===== src/design/double_ended_queue_ring_defines.svh =====
// ----------------------------------------------------------------------------
// double_ended_queue_ring_defines
// Assertion macros used by the deque top-level design file.
// ----------------------------------------------------------------------------
`ifndef DOUBLE_ENDED_QUEUE_RING_DEFINES_SVH
`define DOUBLE_ENDED_QUEUE_RING_DEFINES_SVH

// Implication checked on every clock edge outside reset.
`define DEQ_ASSERT(label, prop, msg) \
  label: assert property (@(posedge clk) disable iff (rst) (prop)) else $error(msg);

// Check that also runs during reset.
`define DEQ_ASSERT_ALWAYS(label, prop, msg) \
  label: assert property (@(posedge clk) (prop)) else $error(msg);

`endif


===== src/design/deq_pkg.sv =====
// ----------------------------------------------------------------------------
// deq_pkg
// Types and constants for the double-ended queue cell row.
// ----------------------------------------------------------------------------
`timescale 1ns / 1ps
`default_nettype none

package deq_pkg;

  localparam int CAPACITY = 16;
  localparam int DATA_W   = 32;
  localparam int COUNT_W  = 5;
  localparam int CNT_W    = $clog2(CAPACITY + 1);

  typedef enum logic [1:0] {
    OP_PUSH_FRONT = 2'd0,
    OP_PUSH_BACK  = 2'd1,
    OP_POP_FRONT  = 2'd2,
    OP_POP_BACK   = 2'd3
  } op_t;

  typedef enum logic [1:0] {
    ST_DONE  = 2'd0,
    ST_EMPTY = 2'd1,
    ST_FULL  = 2'd2
  } status_t;

  typedef struct packed {
    op_t                      operation;
    logic signed [DATA_W-1:0] value;
  } request_t;

  typedef struct packed {
    status_t                  status;
    logic [COUNT_W-1:0]       count;
    logic signed [DATA_W-1:0] front_value;
    logic signed [DATA_W-1:0] back_value;
  } result_t;

  // broadcast to every cell; at most one operation bit is set
  typedef struct packed {
    logic                     ins_front;
    logic                     ins_back;
    logic                     del_front;
    logic                     del_back;
    logic signed [DATA_W-1:0] value;
  } cell_ctl_t;

  typedef struct packed {
    logic front_valid;
    logic last_valid;
  } row_stat_t;

endpackage

`default_nettype wire


===== src/design/deq_cell.sv =====
// ----------------------------------------------------------------------------
// deq_cell
// One queue slot: shifts with its neighbors on front operations, loads or
// drops at the tail on back operations, and feeds the back-value chain.
// ----------------------------------------------------------------------------
`timescale 1ns / 1ps
`default_nettype none

module deq_cell
  import deq_pkg::*;
(
  input  wire                      clk,
  input  wire                      rst,
  input  cell_ctl_t                ctl,
  input  wire                      left_valid,
  input  wire signed [DATA_W-1:0]  left_data,
  input  wire                      right_valid,
  input  wire signed [DATA_W-1:0]  right_data,
  input  wire signed [DATA_W-1:0]  tail_in,
  output logic                     valid,
  output logic signed [DATA_W-1:0] data,
  output logic signed [DATA_W-1:0] tail_out
);

  logic                     valid_next;
  logic signed [DATA_W-1:0] data_next;
  logic                     is_last;

  assign is_last  = valid && !right_valid;
  assign tail_out = tail_in | (is_last ? data : '0);

  always_comb begin
    valid_next = valid;
    data_next  = data;
    priority if (ctl.ins_front) begin
      valid_next = left_valid;
      data_next  = left_data;
    end else if (ctl.ins_back) begin
      if (!valid && left_valid) begin
        valid_next = 1'b1;
        data_next  = ctl.value;
      end
    end else if (ctl.del_front) begin
      valid_next = right_valid;
      data_next  = right_data;
    end else if (ctl.del_back) begin
      if (is_last) valid_next = 1'b0;
    end
  end

  always_ff @(posedge clk) begin
    if (rst) begin
      valid <= 1'b0;
    end else begin
      valid <= valid_next;
    end
  end

  always_ff @(posedge clk) begin
    data <= data_next;
  end

endmodule

`default_nettype wire


===== src/design/deq_row.sv =====
// ----------------------------------------------------------------------------
// deq_row
// Row of queue cells; cell 0 is the front. Gives the front entry, the back
// entry through the tail chain, and occupancy flags at both ends.
// ----------------------------------------------------------------------------
`timescale 1ns / 1ps
`default_nettype none

module deq_row
  import deq_pkg::*;
(
  input  wire                      clk,
  input  wire                      rst,
  input  cell_ctl_t                ctl,
  output logic signed [DATA_W-1:0] front_data,
  output logic signed [DATA_W-1:0] back_data,
  output row_stat_t                stat
);

  logic                     valid_a [CAPACITY];
  logic signed [DATA_W-1:0] data_a  [CAPACITY];
  logic signed [DATA_W-1:0] tail_a  [CAPACITY+1];

  assign tail_a[CAPACITY] = '0;

  for (genvar i = 0; i < CAPACITY; i++) begin : g_cell
    logic                     lv;
    logic signed [DATA_W-1:0] ld;
    logic                     rv;
    logic signed [DATA_W-1:0] rd;

    if (i == 0) begin : g_head
      assign lv = 1'b1;
      assign ld = ctl.value;
    end else begin : g_mid_l
      assign lv = valid_a[i-1];
      assign ld = data_a[i-1];
    end

    if (i == CAPACITY - 1) begin : g_end
      assign rv = 1'b0;
      assign rd = '0;
    end else begin : g_mid_r
      assign rv = valid_a[i+1];
      assign rd = data_a[i+1];
    end

    deq_cell u_cell (
      .clk         (clk),
      .rst         (rst),
      .ctl         (ctl),
      .left_valid  (lv),
      .left_data   (ld),
      .right_valid (rv),
      .right_data  (rd),
      .tail_in     (tail_a[i+1]),
      .valid       (valid_a[i]),
      .data        (data_a[i]),
      .tail_out    (tail_a[i])
    );
  end

  assign front_data       = valid_a[0] ? data_a[0] : '0;
  assign back_data        = tail_a[0];
  assign stat.front_valid = valid_a[0];
  assign stat.last_valid  = valid_a[CAPACITY-1];

endmodule

`default_nettype wire


===== src/design/double_ended_queue_ring.sv =====
// An accepted item first sets the busy flag; its result is then registered.
// No new item is taken while busy; the cell row updates in the accept
// cycle and the back value is gathered along the row's tail chain in the next.
// A result left waiting blocks the next item until it is taken.
// Reset: synchronous, active high; empties the queue (count zero, all cells
// invalid); cell data is not cleared.
// ----------------------------------------------------------------------------
// double_ended_queue_ring
// Bounded double-ended queue of signed 32-bit values built as a cell row.
// ----------------------------------------------------------------------------
`timescale 1ns / 1ps
`default_nettype none
`include "double_ended_queue_ring_defines.svh"

module double_ended_queue_ring
  import deq_pkg::*;
(
  input  wire      clk,
  input  wire      rst,
  input  wire      request_valid,
  output logic     request_ready,
  input  request_t request,
  output logic     result_valid,
  input  wire      result_ready,
  output result_t  result
);

  logic                     accept;
  logic                     busy;
  logic [CNT_W-1:0]         count;
  logic [CNT_W-1:0]         count_next;
  status_t                  status_q;
  status_t                  status_next;
  logic                     is_full;
  logic                     is_empty;
  cell_ctl_t                ctl;
  logic signed [DATA_W-1:0] front_data;
  logic signed [DATA_W-1:0] back_data;
  row_stat_t                row_stat;

  assign request_ready = !busy && (!result_valid || result_ready);
  assign accept        = request_valid && request_ready;
  assign is_full       = (count == CNT_W'(CAPACITY));
  assign is_empty      = (count == '0);

  always_comb begin
    ctl         = '0;
    ctl.value   = request.value;
    status_next = ST_DONE;
    count_next  = count;
    unique case (request.operation)
      OP_PUSH_FRONT, OP_PUSH_BACK: begin
        if (is_full) begin
          status_next = ST_FULL;
        end else begin
          ctl.ins_front = accept && (request.operation == OP_PUSH_FRONT);
          ctl.ins_back  = accept && (request.operation == OP_PUSH_BACK);
          count_next    = count + 1'b1;
        end
      end
      OP_POP_FRONT, OP_POP_BACK: begin
        if (is_empty) begin
          status_next = ST_EMPTY;
        end else begin
          ctl.del_front = accept && (request.operation == OP_POP_FRONT);
          ctl.del_back  = accept && (request.operation == OP_POP_BACK);
          count_next    = count - 1'b1;
        end
      end
      default: begin
        status_next = ST_DONE;
      end
    endcase
  end

  deq_row u_row (
    .clk        (clk),
    .rst        (rst),
    .ctl        (ctl),
    .front_data (front_data),
    .back_data  (back_data),
    .stat       (row_stat)
  );

  always_ff @(posedge clk) begin
    if (rst) begin
      busy         <= 1'b0;
      count        <= '0;
      result_valid <= 1'b0;
    end else begin
      busy <= accept;
      if (accept) count <= count_next;
      if (busy) begin
        result_valid <= 1'b1;
      end else if (result_ready) begin
        result_valid <= 1'b0;
      end
    end
  end

  always_ff @(posedge clk) begin
    if (accept) status_q <= status_next;
    if (busy) begin
      result.status      <= status_q;
      result.count       <= COUNT_W'(count);
      result.front_value <= front_data;
      result.back_value  <= back_data;
    end
  end

  `DEQ_ASSERT(a_busy_gives_result, busy |=> result_valid, "result missing after update")
  `DEQ_ASSERT(a_empty_matches_row, (count == '0) == !row_stat.front_valid, "count and row disagree on empty")
  `DEQ_ASSERT(a_full_matches_row, (count == CNT_W'(CAPACITY)) == row_stat.last_valid, "count and row disagree on full")
  `DEQ_ASSERT(a_refused_push_holds, (accept && is_full && (request.operation == OP_PUSH_FRONT || request.operation == OP_PUSH_BACK)) |=> $stable(count), "refused push changed count")
  `DEQ_ASSERT_ALWAYS(a_count_bound, rst || (count <= CNT_W'(CAPACITY)), "count above capacity")

endmodule

`default_nettype wire


===== config.mk =====
export PLATFORM = sky130hd
export DESIGN_NAME = double_ended_queue_ring
export DESIGN_NICKNAME = d
export VERILOG_FILES = /design/src/design/deq_pkg.sv /design/src/design/deq_cell.sv /design/src/design/deq_row.sv /design/src/design/double_ended_queue_ring.sv
export VERILOG_INCLUDE_DIRS = /design/src /design/src/design
export SDC_FILE = /design/constraint.sdc
export NUM_CORES = 1
export LEC_CHECK = 0
export BUFFER_PORTS_ARGS = -buffer_cell sky130_fd_sc_hd__buf_2
export CAP_MARGIN = 20
export CORE_ASPECT_RATIO = 1.75
export CORE_MARGIN = 10
export CORE_UTILIZATION = 45
export CTS_BUF_LIST = sky130_fd_sc_hd__clkbuf_8
export CTS_CLUSTER_SIZE = 8
export DETAILED_ROUTE_END_ITERATION = 6
export GPL_ROUTABILITY_DRIVEN = 1
export HOLD_SLACK_MARGIN = 0.05
export PLACE_DENSITY = 0.7
export RECOVER_POWER = 25
export SLEW_MARGIN = 20
export SYNTH_ARGS = -nofsm -noshare
export SYNTH_HDL_FRONTEND = slang
export SYNTH_HIERARCHICAL = 1
export SYNTH_SLANG_ARGS = --single-unit

===== constraint.sdc =====
create_clock -name clk -period 8.8 [get_ports clk]
set_input_delay 0.88 -clock clk [delete_from_list [all_inputs] [get_ports clk]]
set_output_delay 0.88 -clock clk [all_outputs]
set_load 0.05 [all_outputs]

**Yosys cells after proc, flatten, opt, wreduce, memory -nomap -nowiden**

Cells that the tools add are included.

- Flip-flop bits (word level): 608
- Output and inout bits: 73
- Bits of input ports: 38
- Logic and storage cells: 359

- Reductions and logical operators: 94
- Add/sub/neg operators: 2
- Equality and inequality tests: 22
- Multiplexer cells: 186
- Bitwise operators: 15

Operators by type and width:

| kind | count |
|---|---|
| $mux 32 | 80 |
| $or 32x32->32 | 15 |
| $mux 1 | 97 |
| $reduce_bool 4->1 | 16 |
| $ne 3x1->1 const B | 15 |
| $reduce_and 3->1 | 15 |
| $reduce_and 2->1 | 18 |
| $logic_and 1x1->1 | 21 |
| $logic_not 1->1 | 17 |
| $mux 2 | 5 |
| $mux 5 | 2 |
| $pmux 5 s2 | 1 |
| $add 5x1->5 const B | 1 |
| $eq 5x5->1 const B | 1 |
| $logic_not 5->1 | 1 |
| $sub 5x1->5 const B | 1 |
| $eq 2x2->1 const B | 2 |
| $ne 2x2->1 const B | 2 |
| $pmux 2 s2 | 1 |
| $reduce_or 2->1 | 2 |
| $ne 3x3->1 const B | 1 |
| $reduce_bool 3->1 | 1 |
| $eq 2x1->1 const B | 1 |
| $logic_not 2->1 | 1 |
| other kinds (2) | 2 |

**Logic depth before layout (Yosys ltp)**

- Depth after elaboration: 18
- Mapped depth: 19

**Cells and area by module**

Netlist, hierarchy kept.

Modules (own cells, without submodules):

| module | sequential area each (sq um) | instances | cells each | area each (sq um) |
|---|---|---|---|---|
| deq_cell | 980.9 | 16 | 186 | 2045.7 |
| double_ended_queue_ring | 2332.2 | 1 | 131 | 2703.8 |
| deq_row | 0.0 | 1 | 39 | 277.8 |

**Worst setup path after synthesis**

OpenSTA, ideal clock, no wires.

- Path kind: reg2reg
- From: register busy
- To: register u_row.g_cell[10].u_cell.data[0], enable pin
- Required time: 8.397 ns
- Period minus slack after synthesis: 7.034 ns
- Arrival: 6.631 ns
- Setup slack: 1.766 ns
- Setup time: 0.403 ns
- Cell stages (with the launch flop): 7
- Buffers on the path: 1
- Path through: dfxtp_1 nor2_1 nand2_1 nor3b_1 buf_4 clkinv_1 o221ai_2

RTL lines:

| element | RTL line | RTL |
|---|---|---|
| from (decl) | double_ended_queue_ring.sv:29 | `logic busy;` |
| from (signal assigned) | double_ended_queue_ring.sv:91 | `busy <= accept;` |
| to (signal assigned) | deq_cell.sv:60 | `data <= data_next;` |
| to (decl) | deq_cell.sv:21 | `output logic signed [DATA_W-1:0] data,` |

==> summary.md <==
| Metric | Value |
|---|---|
| Outcome | complete, but fails checks |
| Violated checks | max-capacitance violations, max-slew violations |
| Final nets | 3242 |
| Clock transition at path regs | 0.06 ns |
| CTS tree | yes |
| Most common cell after layout, fill and taps aside | edfxtp_1 |
| Leakage power | 13.3 nW |
| Required @ worst endpoint | 9.07 ns |
| Final wirelength | 78600 um |
| GRT Util Overall | 0.170 |
| Skew-Pair Late Insertion Delay | 0.73 ns |
| Cts bufs inserted | 90 |
| Number of global-route vias before repair | 22500 |
| DRC | 0 |
| Seq. cell area | 18000 um2 |
| Root Buffer | clkbuf_8 |
| Synthesized instance count | 3144 |
| Die area | 91400 um2 |
| Starting Density | 0.454 |
| Crit Path Max Fanout | 36 |
| Row count | 136 |
| First-pass GRT wire length | 129000 um |
| Clock Skews | 0.0290 ns |
| HPWL Detailed | 48500 um |
| Area Growth Syn to Fin | 4.09% |
| Max IR drop VDD | 0.152 mV |
| Htree depth | 3 |
| Fmax | 172 MHz |
| WL per Instance | 18.4 um |
| Largest net degree at the start of global routing | 272 |
| PortBufs | 110 |
| Syn Area/Cell | 11.4 um2 |
| Layout cell share with drive strength beyond 1 | 0.0742 |
| Fillers | 7321 |
| Worst R2R Start | busy |
| Iter 0 DRT Violations | 2405 |
| Ports | 111 |
| Final Setup Violations | 0 |
| Commonest cells after routing, fill and taps aside | 585 x edfxtp_1, 518 x nand2_1, 515 x mux2i_1 |
| Final hold vios | 0 |
| Clock tree sinks | 608 |
| Fin crit period | 5.82 ns |
| Post-CTS sizing | 0 |
| Critical Path Source | busy |
| MaxCap Viol Count | 5 |
| Routability congestion estimate | 0.755 |
| Setup CP Type | reg -> reg |
| First-pass iteration count of the detailed router | 7 |
| Via density | 5.49 |
| Final core utilization | 0.473 |
| Core area | 78600 um2 |
| Die width | 233 um |
| Die Height | 393 um |
| Gr ovfl total | 0 |
| Synth warnings | 6 |
| Fin Setup TNS | 0 ns |
| HP Class | reg -> reg |
| Bufs on Longest Clock Path | 3 |
| Slew @ Worst Pin | 2.57 ns |
| Routed via count | 23500 |
| Mapped Area | 35700 um2 |
| Area of the multi-input gates | 15400 um2 |
| RSZ-0062 raised after global routing | no |
| Start point of the worst hold path | status_q[1] |
| Post-CTS Setup Repair Bufs | 0 |
| Max Slew Vio Count | 164 |
| Final ANT Viol Nets | 0 |
| CP Data Arrival Time | 6.09 ns |
| PwrDens | 192 nW/um2 |
| Initial antenna violation count | 4 |
| Fin crit share | 0.661 |
| Relative slew slack | -0.712 |
| Hold buffers post-CTS | 0 |
| Startpoint Class | register |
| Worst Setup End Kind | register |
[power breakdown]
group	internal [mW]	leakage, nW	switching [mW]
sequential	3.52	5.59	0.180
clock	0.963	0.876	1.09
combinational	0.544	6.84	0.818
total	5.03	13.3	2.09
[worst max-delay path, stage by stage (launching register included)]
cell,delay (ns)
dfxtp_1,0.68
nor2_1,0.34
nand2_1,0.17
inv_1,0.17
and3_1,1.56
nand2_1,0.27
o221ai_4,0.25
clkbuf_1,1.85
[registers in the layout (all words and copies together), names as in the netlist]
name	flops
busy	1
count	5
status_q	2
result_valid	1
result	71
u_row/g_cell.u_cell/data	512
u_row/g_cell.u_cell/valid	16
[layout make-up]
cell class	instances	area share
multi-input combinational	2306	0.413
clock buffer	93	0.0344
tap	1035	0.0349
inverter	51	0.00515
timing repair buffer	143	0.0214
clock inverter	46	0.00529
sequential	608	0.485
antenna	3	0.000202
[metal layers]
| layer | part of all wire | routed length, um | GRT usage | vias to the layer above |
|---|---|---|---|---|
| li1 | - | - | - | 11600 |
| met1 | 0.47 | 37300 | 0.245 | 11100 |
| met2 | 0.46 | 36200 | 0.260 | 709 |
| met3 | 0.051 | 3990 | 0.0271 | 82 |
| met4 | 0.015 | 1140 | 0.0457 | 4 |
| met5 | 0.00023 | 18 | 0 | - |
[per-stage QoR]
stage          total power [mW]  cell area, um2  setup slack, ns  hold slack (ns)  cells
2_1_floorplan              4.85           35900             1.77            0.400   3210
3_3_place_gp               5.10           35800             4.15            0.422   4142
3_5_place_dp               5.13           35800             4.05            0.413   4142
4_1_cts                    7.21           37300             4.75            0.422   4281
5_1_grt                    7.47           37200             2.59            0.440   4284
6_report                   7.12           37200             2.98            0.422   4285
[final timing paths]
path	end	slack, ns	cells after the start
max	u_row/g_cell[13].u_cell/data[22]	2.98	7
min	result[70]	0.42	0
max reg2reg	u_row/g_cell[13].u_cell/data[22]	2.98	7
min reg2reg	result[70]	0.42	0
Note: power is estimated with default switching activity, not from simulation.
